==> src/rtl/core/rlkd_pkg.sv <==
// ----------------------------------------------------------------------------
// rlkd_pkg: shared types and constants of the ladder keypad decoder
// Opcodes, status codes, configuration layout and reset values.
// ----------------------------------------------------------------------------
package rlkd_pkg;

  // defaults for the top level parameters
  localparam int QUEUE_SLOTS_DEF = 16;
  localparam int TIMER_WIDTH_DEF = 16;

  // keypad table entries searched per sample
  localparam int TABLE_ENTRIES = 8;

  // depth of the command queue between front and back
  localparam int CMD_DEPTH = 4;

  // configuration port layout
  localparam int CFG_IDX_W  = 3;
  localparam int CFG_DATA_W = 64;

  // configuration reset values
  localparam logic [3:0]  RST_ENTRY_COUNT  = 4'd6;
  localparam logic [63:0] RST_LEVEL_TABLE  = 64'h0000_2A55_7FAA_D5E8;
  localparam logic [63:0] RST_CODE_TABLE   = 64'h0000_0605_0403_0201;
  localparam logic [7:0]  RST_MATCH_MARGIN = 8'd10;
  localparam logic [15:0] RST_HOLD_LIMIT   = 16'd200;

  typedef enum logic [1:0] {
    OP_SAMPLE = 2'd0,
    OP_TICK   = 2'd1,
    OP_POP    = 2'd2,
    OP_CLEAR  = 2'd3
  } op_e;

  typedef enum logic [2:0] {
    ST_NONE     = 3'd0,
    ST_QUEUED   = 3'd1,
    ST_NO_CODE  = 3'd2,
    ST_TOO_SOON = 3'd3,
    ST_FULL     = 3'd4
  } status_e;

  typedef enum logic [CFG_IDX_W-1:0] {
    CFG_ENTRY_COUNT  = 3'd0,
    CFG_LEVEL_TABLE  = 3'd1,
    CFG_CODE_TABLE   = 3'd2,
    CFG_MATCH_MARGIN = 3'd3,
    CFG_HOLD_LIMIT   = 3'd4
  } cfg_idx_e;

  typedef struct packed {
    logic [3:0]  entry_count;
    logic [63:0] level_table;
    logic [63:0] code_table;
    logic [7:0]  match_margin;
    logic [15:0] hold_limit;
  } cfg_t;

  // classified command handed from front to back
  typedef struct packed {
    op_e        op;
    logic       rejected;
    logic [7:0] code;
  } cmd_t;

  typedef struct packed {
    logic empty;
    logic full;
  } fifo_status_t;

endpackage

==> src/rtl/core/resistor_ladder_key_decoder_fifo_top.sv <==
// ----------------------------------------------------------------------------
// resistor_ladder_key_decoder_fifo_top: ladder keypad decoder with key ring
// Configuration registers, classifier, command queue and executor.
// ----------------------------------------------------------------------------
// Usage
//   Input channel (in_valid_i / in_ready_o) takes one opcode per transfer:
//   a sample, a millisecond tick, a pop or a clear of the key ring. The output
//   channel (out_valid_o / out_ready_i) returns exactly one result per input
//   transfer, in order: key_valid_o, key_code_o and sample_status_o.
//   Configuration writes go through cfg_valid_i / cfg_index_i / cfg_data_i,
//   always ready, and are expected only while the block is idle.
//   Each input transfer enters the command queue, and its result is registered
//   when the executor takes it from there. Throughput is one item per cycle
//   while the receiver takes results: the classifier compares all table
//   entries in parallel and the executor finishes each command as it pops it,
//   the key ring being a RAM with one write and one registered read port.
//   When the receiver stalls, the result register holds, the executor stops,
//   and the command queue takes up to 4 more items before in_ready_o drops.
//   Reset loads the default key table, disarms the hold timer and empties the
//   ring; the ring storage itself needs no clearing pass.
// ----------------------------------------------------------------------------
module resistor_ladder_key_decoder_fifo_top #(
  parameter int QUEUE_SLOTS = rlkd_pkg::QUEUE_SLOTS_DEF,
  parameter int TIMER_WIDTH = rlkd_pkg::TIMER_WIDTH_DEF
) (
  input  logic                            clk_i,
  input  logic                            rst_ni,
  input  logic                            in_valid_i,
  output logic                            in_ready_o,
  input  logic [1:0]                      opcode_i,
  input  logic [7:0]                      sample_i,
  output logic                            out_valid_o,
  input  logic                            out_ready_i,
  output logic                            key_valid_o,
  output logic [7:0]                      key_code_o,
  output logic [2:0]                      sample_status_o,
  input  logic                            cfg_valid_i,
  output logic                            cfg_ready_o,
  input  logic [rlkd_pkg::CFG_IDX_W-1:0]  cfg_index_i,
  input  logic [rlkd_pkg::CFG_DATA_W-1:0] cfg_data_i
);

  rlkd_pkg::cfg_t         cfg_q;
  rlkd_pkg::cmd_t         front_cmd;
  rlkd_pkg::cmd_t         back_cmd;
  rlkd_pkg::fifo_status_t fifo_status;
  logic                   push;
  logic                   pop;

  assign cfg_ready_o = 1'b1;

  // configuration registers
  always_ff @(posedge clk_i or negedge rst_ni) begin
    if (!rst_ni) begin
      cfg_q.entry_count  <= rlkd_pkg::RST_ENTRY_COUNT;
      cfg_q.level_table  <= rlkd_pkg::RST_LEVEL_TABLE;
      cfg_q.code_table   <= rlkd_pkg::RST_CODE_TABLE;
      cfg_q.match_margin <= rlkd_pkg::RST_MATCH_MARGIN;
      cfg_q.hold_limit   <= rlkd_pkg::RST_HOLD_LIMIT;
    end else if (cfg_valid_i) begin
      case (rlkd_pkg::cfg_idx_e'(cfg_index_i))
        rlkd_pkg::CFG_ENTRY_COUNT:  cfg_q.entry_count  <= cfg_data_i[3:0];
        rlkd_pkg::CFG_LEVEL_TABLE:  cfg_q.level_table  <= cfg_data_i;
        rlkd_pkg::CFG_CODE_TABLE:   cfg_q.code_table   <= cfg_data_i;
        rlkd_pkg::CFG_MATCH_MARGIN: cfg_q.match_margin <= cfg_data_i[7:0];
        rlkd_pkg::CFG_HOLD_LIMIT:   cfg_q.hold_limit   <= cfg_data_i[15:0];
        default: begin
        end
      endcase
    end
  end

  // classifier
  rlkd_front u_front (
    .in_valid_i  (in_valid_i),
    .in_ready_o  (in_ready_o),
    .opcode_i    (opcode_i),
    .sample_i    (sample_i),
    .cfg_i       (cfg_q),
    .fifo_full_i (fifo_status.full),
    .push_o      (push),
    .cmd_o       (front_cmd)
  );

  // command queue
  rlkd_cmd_fifo u_cmd_fifo (
    .clk_i    (clk_i),
    .rst_ni   (rst_ni),
    .push_i   (push),
    .cmd_i    (front_cmd),
    .pop_i    (pop),
    .cmd_o    (back_cmd),
    .status_o (fifo_status)
  );

  // executor
  rlkd_back #(
    .QUEUE_SLOTS (QUEUE_SLOTS),
    .TIMER_WIDTH (TIMER_WIDTH)
  ) u_back (
    .clk_i           (clk_i),
    .rst_ni          (rst_ni),
    .hold_limit_i    (cfg_q.hold_limit),
    .cmd_valid_i     (!fifo_status.empty),
    .cmd_i           (back_cmd),
    .cmd_pop_o       (pop),
    .out_valid_o     (out_valid_o),
    .out_ready_i     (out_ready_i),
    .key_valid_o     (key_valid_o),
    .key_code_o      (key_code_o),
    .sample_status_o (sample_status_o)
  );

  // a full queue blocks the input side
  assert property (@(posedge clk_i) disable iff (!rst_ni)
    fifo_status.full |-> !in_ready_o)
    else $error("input ready while command queue full");

  // queue never reports full and empty together
  assert property (@(posedge clk_i) disable iff (!rst_ni)
    !(fifo_status.full && fifo_status.empty))
    else $error("command queue full and empty at once");

  // a popped key never carries a sample status
  assert property (@(posedge clk_i) disable iff (!rst_ni)
    (out_valid_o && key_valid_o) |-> (sample_status_o == rlkd_pkg::ST_NONE))
    else $error("pop result with sample status");

  // the executor only runs with a queued command
  assert property (@(posedge clk_i) disable iff (!rst_ni)
    pop |-> !fifo_status.empty)
    else $error("command taken from empty queue");

endmodule

==> src/rtl/core/rlkd_ram.sv <==
// ----------------------------------------------------------------------------
// rlkd_ram: generic single write, single read RAM
// One write port and one read port with registered read data.
// ----------------------------------------------------------------------------
module rlkd_ram #(
  parameter int WIDTH = 8,
  parameter int DEPTH = 16
) (
  input  logic                     clk_i,
  input  logic                     we_i,
  input  logic [$clog2(DEPTH)-1:0] waddr_i,
  input  logic [WIDTH-1:0]         wdata_i,
  input  logic                     re_i,
  input  logic [$clog2(DEPTH)-1:0] raddr_i,
  output logic [WIDTH-1:0]         rdata_o
);

  logic [WIDTH-1:0] mem_q [DEPTH];
  logic [WIDTH-1:0] rdata_q;

  // write port
  always_ff @(posedge clk_i) begin
    if (we_i) begin
      mem_q[waddr_i] <= wdata_i;
    end
  end

  // registered read, holds while not enabled
  always_ff @(posedge clk_i) begin
    if (re_i) begin
      rdata_q <= mem_q[raddr_i];
    end
  end

  assign rdata_o = rdata_q;

endmodule

==> src/rtl/core/rlkd_front.sv <==
// ----------------------------------------------------------------------------
// rlkd_front: input classifier
// Maps a sample onto the key table and flags codes beyond the entry count.
// ----------------------------------------------------------------------------
module rlkd_front (
  input  logic                 in_valid_i,
  output logic                 in_ready_o,
  input  logic [1:0]           opcode_i,
  input  logic [7:0]           sample_i,
  input  rlkd_pkg::cfg_t       cfg_i,
  input  logic                 fifo_full_i,
  output logic                 push_o,
  output rlkd_pkg::cmd_t       cmd_o
);

  logic       hit;
  logic [7:0] mapped;

  // first table entry whose window covers the sample
  always_comb begin
    logic [7:0] lvl;
    logic [8:0] upper;
    logic [8:0] reach;
    logic       in_win;
    hit    = 1'b0;
    mapped = sample_i;
    for (int i = 0; i < rlkd_pkg::TABLE_ENTRIES; i++) begin
      lvl    = cfg_i.level_table[8*i +: 8];
      reach  = {1'b0, sample_i} + {1'b0, cfg_i.match_margin};
      upper  = {1'b0, lvl} + {1'b0, cfg_i.match_margin};
      in_win = (reach >= {1'b0, lvl}) && ({1'b0, sample_i} <= upper);
      if (!hit && (4'(i) < cfg_i.entry_count) && in_win) begin
        hit    = 1'b1;
        mapped = cfg_i.code_table[8*i +: 8];
      end
    end
  end

  // build the command for the back part
  always_comb begin
    cmd_o.op       = rlkd_pkg::op_e'(opcode_i);
    cmd_o.rejected = 1'b0;
    cmd_o.code     = 8'd0;
    if (cmd_o.op == rlkd_pkg::OP_SAMPLE) begin
      cmd_o.code     = mapped;
      cmd_o.rejected = mapped > {4'd0, cfg_i.entry_count};
    end
  end

  assign in_ready_o = !fifo_full_i;
  assign push_o     = in_valid_i && !fifo_full_i;

endmodule

==> src/rtl/core/rlkd_cmd_fifo.sv <==
// ----------------------------------------------------------------------------
// rlkd_cmd_fifo: command queue between front and back
// Small register based queue of classified commands.
// ----------------------------------------------------------------------------
module rlkd_cmd_fifo (
  input  logic                       clk_i,
  input  logic                       rst_ni,
  input  logic                       push_i,
  input  rlkd_pkg::cmd_t             cmd_i,
  input  logic                       pop_i,
  output rlkd_pkg::cmd_t             cmd_o,
  output rlkd_pkg::fifo_status_t     status_o
);

  localparam int PTR_W = $clog2(rlkd_pkg::CMD_DEPTH);
  localparam int CNT_W = $clog2(rlkd_pkg::CMD_DEPTH + 1);

  rlkd_pkg::cmd_t   slot_q [rlkd_pkg::CMD_DEPTH];
  logic [PTR_W-1:0] wr_ptr_q, wr_ptr_d;
  logic [PTR_W-1:0] rd_ptr_q, rd_ptr_d;
  logic [CNT_W-1:0] count_q, count_d;

  assign status_o.empty = (count_q == '0);
  assign status_o.full  = (count_q == CNT_W'(rlkd_pkg::CMD_DEPTH));
  assign cmd_o          = slot_q[rd_ptr_q];

  // pointer and fill count update
  always_comb begin
    wr_ptr_d = wr_ptr_q;
    rd_ptr_d = rd_ptr_q;
    count_d  = count_q;
    if (push_i) begin
      wr_ptr_d = wr_ptr_q + 1'b1;
    end
    if (pop_i) begin
      rd_ptr_d = rd_ptr_q + 1'b1;
    end
    if (push_i && !pop_i) begin
      count_d = count_q + 1'b1;
    end else if (pop_i && !push_i) begin
      count_d = count_q - 1'b1;
    end
  end

  always_ff @(posedge clk_i or negedge rst_ni) begin
    if (!rst_ni) begin
      wr_ptr_q <= '0;
      rd_ptr_q <= '0;
      count_q  <= '0;
    end else begin
      wr_ptr_q <= wr_ptr_d;
      rd_ptr_q <= rd_ptr_d;
      count_q  <= count_d;
    end
  end

  // payload slots
  always_ff @(posedge clk_i) begin
    if (push_i) begin
      slot_q[wr_ptr_q] <= cmd_i;
    end
  end

endmodule

==> src/rtl/core/rlkd_back.sv <==
// ----------------------------------------------------------------------------
// rlkd_back: command executor
// Runs the hold timer and the key ring, registers one result per command.
// ----------------------------------------------------------------------------
module rlkd_back #(
  parameter int QUEUE_SLOTS = rlkd_pkg::QUEUE_SLOTS_DEF,
  parameter int TIMER_WIDTH = rlkd_pkg::TIMER_WIDTH_DEF
) (
  input  logic           clk_i,
  input  logic           rst_ni,
  input  logic [15:0]    hold_limit_i,
  input  logic           cmd_valid_i,
  input  rlkd_pkg::cmd_t cmd_i,
  output logic           cmd_pop_o,
  output logic           out_valid_o,
  input  logic           out_ready_i,
  output logic           key_valid_o,
  output logic [7:0]     key_code_o,
  output logic [2:0]     sample_status_o
);

  localparam int IDX_W = $clog2(QUEUE_SLOTS);
  localparam int CMP_W = (TIMER_WIDTH > 16) ? TIMER_WIDTH : 16;
  localparam logic [IDX_W-1:0] LAST_IDX = IDX_W'(QUEUE_SLOTS - 1);

  function automatic logic [IDX_W-1:0] next_idx(input logic [IDX_W-1:0] idx);
    next_idx = (idx == LAST_IDX) ? '0 : idx + 1'b1;
  endfunction

  logic                   armed_q, armed_d;
  logic [TIMER_WIDTH-1:0] elapsed_q, elapsed_d;
  logic [IDX_W-1:0]       rd_q, rd_d;
  logic [IDX_W-1:0]       wr_q, wr_d;
  logic                   out_valid_q, out_valid_d;
  logic                   key_hit_q, key_hit_d;
  rlkd_pkg::status_e      status_q, status_d;

  logic             fire;
  logic             ram_we;
  logic             ram_re;
  logic [IDX_W-1:0] wr_next;
  logic [IDX_W-1:0] rd_next;
  logic [7:0]       ram_rdata;
  logic             too_soon;

  assign fire      = cmd_valid_i && (!out_valid_q || out_ready_i);
  assign cmd_pop_o = fire;
  assign wr_next   = next_idx(wr_q);
  assign rd_next   = next_idx(rd_q);
  assign too_soon  = CMP_W'(elapsed_q) < CMP_W'(hold_limit_i);

  // execute one command
  always_comb begin
    armed_d   = armed_q;
    elapsed_d = elapsed_q;
    rd_d      = rd_q;
    wr_d      = wr_q;
    ram_we    = 1'b0;
    ram_re    = 1'b0;
    key_hit_d = 1'b0;
    status_d  = rlkd_pkg::ST_NONE;
    if (fire) begin
      case (cmd_i.op)
        rlkd_pkg::OP_SAMPLE: begin
          if (cmd_i.rejected) begin
            status_d = rlkd_pkg::ST_NO_CODE;
          end else if (armed_q && too_soon) begin
            status_d = rlkd_pkg::ST_TOO_SOON;
          end else begin
            // arm on a fresh press, disarm once the hold has passed
            if (armed_q) begin
              armed_d = 1'b0;
            end else begin
              armed_d   = 1'b1;
              elapsed_d = '0;
            end
            if (wr_next == rd_q) begin
              status_d = rlkd_pkg::ST_FULL;
            end else begin
              wr_d     = wr_next;
              ram_we   = 1'b1;
              status_d = rlkd_pkg::ST_QUEUED;
            end
          end
        end
        rlkd_pkg::OP_TICK: begin
          if (armed_q && !(&elapsed_q)) begin
            elapsed_d = elapsed_q + 1'b1;
          end
        end
        rlkd_pkg::OP_POP: begin
          if (rd_q != wr_q) begin
            rd_d      = rd_next;
            ram_re    = 1'b1;
            key_hit_d = 1'b1;
          end
        end
        rlkd_pkg::OP_CLEAR: begin
          rd_d = LAST_IDX;
          wr_d = LAST_IDX;
        end
        default: begin
          status_d = rlkd_pkg::ST_NONE;
        end
      endcase
    end
  end

  // output register handshake
  always_comb begin
    out_valid_d = out_valid_q;
    if (fire) begin
      out_valid_d = 1'b1;
    end else if (out_ready_i) begin
      out_valid_d = 1'b0;
    end
  end

  always_ff @(posedge clk_i or negedge rst_ni) begin
    if (!rst_ni) begin
      armed_q     <= 1'b0;
      elapsed_q   <= '0;
      rd_q        <= LAST_IDX;
      wr_q        <= LAST_IDX;
      out_valid_q <= 1'b0;
    end else begin
      armed_q     <= armed_d;
      elapsed_q   <= elapsed_d;
      rd_q        <= rd_d;
      wr_q        <= wr_d;
      out_valid_q <= out_valid_d;
    end
  end

  // result payload
  always_ff @(posedge clk_i) begin
    if (fire) begin
      key_hit_q <= key_hit_d;
      status_q  <= status_d;
    end
  end

  // key ring storage
  rlkd_ram #(
    .WIDTH (8),
    .DEPTH (QUEUE_SLOTS)
  ) u_key_ram (
    .clk_i   (clk_i),
    .we_i    (ram_we),
    .waddr_i (wr_next),
    .wdata_i (cmd_i.code),
    .re_i    (ram_re),
    .raddr_i (rd_next),
    .rdata_o (ram_rdata)
  );

  assign out_valid_o     = out_valid_q;
  assign key_valid_o     = key_hit_q;
  assign key_code_o      = key_hit_q ? ram_rdata : 8'd0;
  assign sample_status_o = status_q;

endmodule

==> config.mk <==
export PLATFORM = sky130hd
export DESIGN_NAME = resistor_ladder_key_decoder_fifo_top
export DESIGN_NICKNAME = d
export VERILOG_FILES = /design/src/rtl/core/rlkd_pkg.sv /design/src/rtl/core/resistor_ladder_key_decoder_fifo_top.sv /design/src/rtl/core/rlkd_ram.sv /design/src/rtl/core/rlkd_front.sv /design/src/rtl/core/rlkd_cmd_fifo.sv /design/src/rtl/core/rlkd_back.sv
export SDC_FILE = /design/constraint.sdc
export NUM_CORES = 1
export LEC_CHECK = 0
export ABC_CLOCK_PERIOD_IN_PS = 8200
export BUFFER_PORTS_ARGS = -buffer_cell sky130_fd_sc_hd__buf_2
export CAP_MARGIN = 20
export CORE_UTILIZATION = 30
export CTS_CLUSTER_DIAMETER = 30
export CTS_CLUSTER_SIZE = 40
export DETAILED_ROUTE_END_ITERATION = 12
export SLEW_MARGIN = 20
export SYNTH_ARGS = -nofsm -noshare
export SYNTH_HDL_FRONTEND = slang
export SYNTH_SLANG_ARGS = --single-unit
==> constraint.sdc <==
create_clock -name clk_i -period 8.2 [get_ports clk_i]
set_input_delay 0.82 -clock clk_i [delete_from_list [all_inputs] [get_ports clk_i]]
set_output_delay 0.82 -clock clk_i [all_outputs]
set_load 0.01 [all_outputs]
[After elaboration in Yosys (flattened, before gate mapping)]
Memories as Yosys holds them, arrays and structs flattened. A register that Yosys moved wholly into a read port is not among the register bits.
Cells that the tools add are included.
Operators by class
  eq/ne operators: 18
  add/sub/neg operators: 16
  reductions and logical operators: 64
  mux-type cells: 50
  bitwise operators: 3
  $lt $le $gt $ge: 26
Operators with widths (count)
  8-bit by 8-bit adder with 9-bit output: 9
  9-bit by 8-bit >= comparator with 1-bit output: 8
  8-bit by 9-bit less-or-equal comparator with 1-bit output: 8
  8-bit 2-to-1 mux: 9
  16-bit 2-to-1 mux: 4
  16-bit case mux with 2 select lines: 1
  1-bit logical AND: 29
  4-bit 2-to-1 mux: 6
  1-bit 2-to-1 mux: 22
  16-bit by 1-bit adder with 16-bit output (second input constant): 1
  16-bit < comparator: 1
  3-bit by 4-bit < comparator with 1-bit output (first input constant): 4
  4-bit case mux with 2 select lines: 2
  16-bit AND reduction: 1
  1-bit zero test: 13
  2-bit AND reduction: 5
  2-bit nonzero test: 5
  3-bit 2-to-1 mux: 3
  9-bit 2-to-1 mux: 1
  4-bit by 1-bit adder with 4-bit output (second input constant): 2
  4-bit equality test (second input constant): 2
  8-bit by 4-bit greater-than comparator with 1-bit output: 1
  1-bit by 4-bit < comparator with 1-bit output (first input constant): 2
  2-bit by 4-bit < comparator with 1-bit output (first input constant): 2
  other kinds (23): 36
Storage, ports and cells
  flip-flop bits (word level): 193
  memories: 2
  output and inout port bits: 15
  memory bits (writable): 172
  bits of input ports: 82
  logic and storage cells: 196
Memory list
  u_back.u_key_ram.mem_q: words 16, bits a word 8, read ports 1, clocked after Yosys merged registers in 1, wr ports 1, RTL line rlkd_ram.sv:18  | logic [WIDTH-1:0] mem_q [DEPTH];
  u_cmd_fifo.slot_q: words 4, bits a word 11, read ports 1, clocked after Yosys merged registers in 0, wr ports 1, RTL line rlkd_cmd_fifo.sv:18  | rlkd_pkg::cmd_t slot_q [rlkd_pkg::CMD_DEPTH];

[Depth between registers and ports, before layout]
  depth in word-level cells: 35
  gate-level depth with buffers: 28
  gate-level depth less buffers: 26

[Cells and area by module]
From an unflattened synthesis, not the netlist that was laid out.
Unflattened totals
  cells, all modules: 1773
  area, all modules: 22018.6 µm²
By module, submodules not included
  rlkd_front: times used 1, seq. area each 0.0 µm², cells each 889, area each 6754.0 µm²
  resistor_ladder_key_decoder_fifo_top: times used 1, seq. area each 3957.5 µm², cells each 336, area each 5953.2 µm²
  rlkd_ram: times used 1, seq. area each 4083.9 µm², cells each 229, area each 5227.5 µm²
  rlkd_back: times used 1, seq. area each 780.7 µm², cells each 228, area each 2097.0 µm²
  rlkd_cmd_fifo: times used 1, seq. area each 1496.4 µm², cells each 91, area each 1986.9 µm²

[Worst setup path after synthesis]
No wires, ideal clock.
  path type: input to register
  start point: input port sample_i[0]
  end point: memory u_cmd_fifo.slot_q[0][8] (netlist bit), data pin
  cell stages on the path: 27
  required time: 7.913 ns
  setup time: 0.287 ns
  arrival time: 5.606 ns
  path slack: 2.307 ns
  path buffers: 2
  cells stage by stage: ha_1 > inv_1 > fa_1 > nand2b_1 > a21oi_1 > nor2_1 > xnor2_1 > ha_1 > a211oi_1 > o21ai_0 > a21oi_1 > o211ai_2 > o311ai_2 > buf_6 > and4_1 > buf_4 > nand2_4 > nor3_4 > a21oi_1 > a22o_1 > ha_1 > nor2b_1 > o21ai_0 > nand2b_1 > a21oi_1 > o22ai_1 > or4_1
RTL lines
  start: declaration: RTL line resistor_ladder_key_decoder_fifo_top.sv:31  | input logic [7:0] sample_i,
  end: declaration: RTL line rlkd_cmd_fifo.sv:18

==> impl_metrics.xml <==
<?xml version="1.0" encoding="UTF-8"?>
<metrics>
  <group name="layout">
    <metric name="fin_nets" unit="">2292</metric>
    <metric name="postLayoutCoreUtil" unit="%">37.2</metric>
    <metric name="area_delta_synth_final" unit="%">22.1</metric>
    <metric name="finalNonFillerCells" unit="">2981</metric>
    <metric name="num_antenna_cells" unit="">0</metric>
    <metric name="final_layout_size_suffix_gt1_share" unit="%">22.9</metric>
  </group>
  <group name="die">
    <metric name="top_level_ports" unit="">97</metric>
    <metric name="initial_utilization" unit="%">30.4</metric>
    <metric name="cell_row_count" unit="">97</metric>
    <metric name="die_h" unit="um">269</metric>
    <metric name="core" unit="um2">70300</metric>
    <metric name="dieWidth" unit="um">269</metric>
    <metric name="area_of_the_die" unit="um2">72300</metric>
  </group>
  <group name="pwr">
    <metric name="power.internal" unit="mW">6.59</metric>
    <metric name="power.share.switching" unit="%">36.8</metric>
    <metric name="clock_power_share" unit="%">33.8</metric>
    <metric name="seq_power_share" unit="%">27.1</metric>
    <metric name="netSwitchingPower" unit="mW">3.84</metric>
    <metric name="power.total" unit="mW">10.4</metric>
    <metric name="power-per-cell-area" unit="nW/um2">400</metric>
    <metric name="leakage" unit="nW">10.9</metric>
    <metric name="peakVddDrop" unit="mV">0.199</metric>
    <metric name="comb_power_share" unit="%">39.2</metric>
  </group>
  <group name="cts">
    <metric name="clkTransAtPathRegs" unit="ps">50</metric>
    <metric name="h-tree-depth" unit="">3</metric>
    <metric name="cts_buffers" unit="">84</metric>
    <metric name="cts.repair_timing.setup_buffer_count" unit="">0</metric>
    <metric name="tritoncts_clock_tree" unit="">built</metric>
    <metric name="numClockSinks" unit="">373</metric>
    <metric name="cts_root_buffer" unit="">clkbuf_16</metric>
    <metric name="cts-resized-gates" unit="">0</metric>
    <metric name="clk_latency" unit="ps">660</metric>
    <metric name="cts_hold_repair.buffers" unit="">0</metric>
    <metric name="cts-root-to-sink-buffers" unit="">3</metric>
  </group>
  <group name="timing">
    <metric name="timing_max_transition_violations_final" unit="">0</metric>
    <metric name="report.final.setup_viol" unit="">0</metric>
    <metric name="fin_skew" unit="ps">65.8</metric>
    <metric name="grt_setup_unrepaired" unit="">false</metric>
    <metric name="hold-worst-slack" unit="ps">165</metric>
    <metric name="tightestPinTransition" unit="ps">1020</metric>
    <metric name="final-hold-violation-count" unit="">0</metric>
    <metric name="setup_total_negative_slack" unit="ps">0</metric>
    <metric name="layout_worst_path_cycle_share" unit="%">81.8</metric>
    <metric name="fmaxAchievable" unit="GHz">0.149</metric>
    <metric name="fin_crit" unit="ps">6700</metric>
    <metric name="slew-limit-headroom" unit="%">32.0</metric>
  </group>
  <group name="synth">
    <metric name="dominant_cell_by_count_in_the_synthesized_netlist" unit="">ha_1</metric>
    <metric name="netlist_area" unit="um2">21400</metric>
    <metric name="synth_commonest_cells" unit="">ha_1, edfxtp_1, dfrtp_1, nand2_1</metric>
    <metric name="synthTopCellsByArea" unit="">edfxtp_1, dfrtp_1, ha_1</metric>
    <metric name="synth_largest_type_area_fraction" unit="%">25.8</metric>
    <metric name="yosysSeqAreaShare" unit="%">48.3</metric>
    <metric name="async_reset_ff_share" unit="%">50.7</metric>
    <metric name="ys.warnings.count" unit="">0</metric>
    <metric name="synth.largest_area_cell" unit="">edfxtp_1</metric>
    <metric name="synthCells" unit="">1818</metric>
    <metric name="yosys.cell_types.count" unit="">77</metric>
    <metric name="synth-edff-count" unit="">184</metric>
    <metric name="ys.flop_type" unit="">edfxtp_1</metric>
    <metric name="syn_area_per_cell" unit="um2">11.8</metric>
    <metric name="ys_seq_elements" unit="">373</metric>
    <metric name="synth_fp_nets" unit="">2141</metric>
  </group>
  <group name="global_route">
    <metric name="grt_remaining_overflow" unit="">0</metric>
    <metric name="first_pass_grt_wire_length" unit="mm">92.8</metric>
    <metric name="number_of_antenna_violations_at_the_first_check_in_global_routing" unit="">2</metric>
    <metric name="grt_start_max_net_pins" unit="">79</metric>
    <metric name="vias_in_the_first_global_route" unit="">15700</metric>
    <metric name="global_route.usage.total" unit="%">17.1</metric>
  </group>
  <group name="worst_setup_path">
    <metric name="path_max_fanout" unit="">19</metric>
    <metric name="timing.rr.start" unit="">cfg_q[17]</metric>
    <metric name="critical_path_arrival" unit="ps">7040</metric>
    <metric name="crit-reg2reg-capture" unit="">u_cmd_fifo.slot_q[1][8]</metric>
    <metric name="r2r.worst_path.cells" unit="">26</metric>
    <metric name="critical_path.startpoint_type" unit="">flop</metric>
    <metric name="cp_top_family" unit="">compound AO/OA/AOI/OAI gates</metric>
    <metric name="timing.critical_path.mode_cell" unit="">a21oi_1</metric>
    <metric name="timing_worst_setup_path_type" unit="">reg -&gt; reg</metric>
    <metric name="count_of_buffer_and_inverter_cells_on_the_critical_path" unit="">0</metric>
    <metric name="total_stage_count_of_the_critical_path" unit="">26</metric>
    <metric name="worst_path_max_delay_cell" unit="">dfstp_2</metric>
    <metric name="worst-endpoint-required" unit="ps">8540</metric>
    <metric name="ff2ff_setup_slack" unit="ps">1500</metric>
    <metric name="slowest_delay" unit="ps">950</metric>
    <metric name="endpoint_type_of_the_worst_setup_path" unit="">flop</metric>
  </group>
  <group name="worst_hold_path">
    <metric name="min-delay-path-class" unit="">in -&gt; async</metric>
  </group>
  <group name="flow_run">
    <metric name="cap_viol_max_count" unit="">0</metric>
  </group>
  <group name="place">
    <metric name="portBuffers" unit="">95</metric>
    <metric name="dpl.hpwl" unit="mm">43.3</metric>
    <metric name="gpl.final_weighted_congestion" unit="">0.920</metric>
    <metric name="placed_cells" unit="">2823</metric>
  </group>
  <group name="routing">
    <metric name="antenna_left" unit="">0</metric>
    <metric name="routed-via-count" unit="">15300</metric>
    <metric name="vias_per_cell" unit="">5.12</metric>
    <metric name="finalWirelength" unit="mm">60.2</metric>
    <metric name="detailed_router_s_first_iteration_violation_count" unit="">1123</metric>
    <metric name="post_drt_wl_per_cell" unit="um">20.2</metric>
    <metric name="detail_route.first_pass.iterations" unit="">5</metric>
    <metric name="drt_drc_violations_left" unit="">0</metric>
  </group>
  <group name="outcome">
    <metric name="status" unit="">complete, no violations</metric>
  </group>
</metrics>
## state kept, by name (all words and copies together), names as in the netlist
signal / flops
u_cmd_fifo.count_q: 3
u_back.armed_q: 1
u_back.rd_q: 4
u_back.u_key_ram.rdata_o: 8
u_cmd_fifo.slot_q: 44
cfg_q: 156
u_back.sample_status_o: 3
u_back.u_key_ram.mem_q: 128
u_cmd_fifo.wr_ptr_q: 2
u_back.out_valid_o: 1
u_cmd_fifo.rd_ptr_q: 2
u_back.elapsed_q: 16
u_back.key_valid_o: 1
u_back.wr_q: 4
## through the flow
stage               area, um2  worst slack (ps)
finish                  26100              1500
detailed placement      23000              1460
floorplan               21400              2310
global placement        23000              1530
CTS                     26100              1590
global route            26100              1140
## cell type report
cell class / count / area, um2
multi-input combinational: 1258 / 10400
sequential: 373 / 10300
clock buffer: 93 / 2200
inverter: 135 / 507
clock inverter: 65 / 861
fill: 6781 / 44200
tap: 940 / 1180
timing repair buffer: 117 / 653
## cell families after synthesis
family	count (synthesis)	share of synthesized area [%]
flops	373	48.3
compound gates	423	12.3
other cells	1	0.0175
fa+ha+maj	241	14.5
mux	139	9.96
xor+xnor	76	3.11
buf+inv	187	3.39
simple gates	378	8.46
## worst max path at each step
stage,startpoint,to,slack [ps]
5_1_grt,cfg_q[17],u_cmd_fifo.slot_q[1][8],1140
2_1_floorplan,sample_i[0],u_cmd_fifo.slot_q[0][8],2310
3_5_place_dp,sample_i[1],u_cmd_fifo.slot_q[0][8],1460
4_1_cts,cfg_q[17],u_cmd_fifo.slot_q[1][8],1590
6_report,cfg_q[17],u_cmd_fifo.slot_q[1][8],1500
3_3_place_gp,sample_i[1],u_cmd_fifo.slot_q[0][8],1530
## power by group through the flow
| stage | Sequential, mW | Combinational (mW) | Clock [mW] |
|---|---|---|---|
| after CTS | 2.83 | 4.08 | 3.58 |
| after detailed placement | 2.86 | 4.04 | 0 |
| final | 2.82 | 4.09 | 3.52 |
| after global routing | 2.86 | 4.53 | 3.68 |
| after floorplan | 2.69 | 2.98 | 0 |
| after global placement | 2.85 | 3.91 | 0 |
## per-layer routing
metal | track usage (%) | vias to the layer above | wire, um
met5 | 0 | - | 0
met4 | 7.45 | 0 | 2220
met3 | 2.83 | 146 | 2950
met2 | 27.8 | 485 | 28200
met1 | 22.3 | 7541 | 26800
li1 | - | 7084 | -
## cell usage in the layout, fill, tap and decap left out, types with 13 or more instances in the layout
master | synthesis | final
a21oi_1 | 110 | 110
nand4_1 | 23 | 23
clkbuf_16 | 0 | 84
mux4_2 | 51 | 51
a21o_1 | 35 | 35
nand2_1 | 135 | 135
mux2_2 | 80 | 80
edfxtp_1 | 184 | 184
inv_1 | 134 | 134
clkinv_2 | 0 | 13
inv_6 | 0 | 13
o21bai_1 | 26 | 26
nor2_1 | 85 | 84
ha_1 | 231 | 230
buf_2 | 4 | 94
dfstp_2 | 51 | 51
buf_4 | 3 | 21
a211oi_1 | 21 | 21
dfrtp_1 | 138 | 138
xor2_1 | 32 | 32
o21ai_0 | 134 | 134
and2_1 | 14 | 14
xnor2_1 | 44 | 44
nand3_1 | 29 | 29
and3_1 | 19 | 19
nand2b_1 | 14 | 14
nor2b_1 | 14 | 14
No activity file was read; power rests on OpenSTA's default activity.
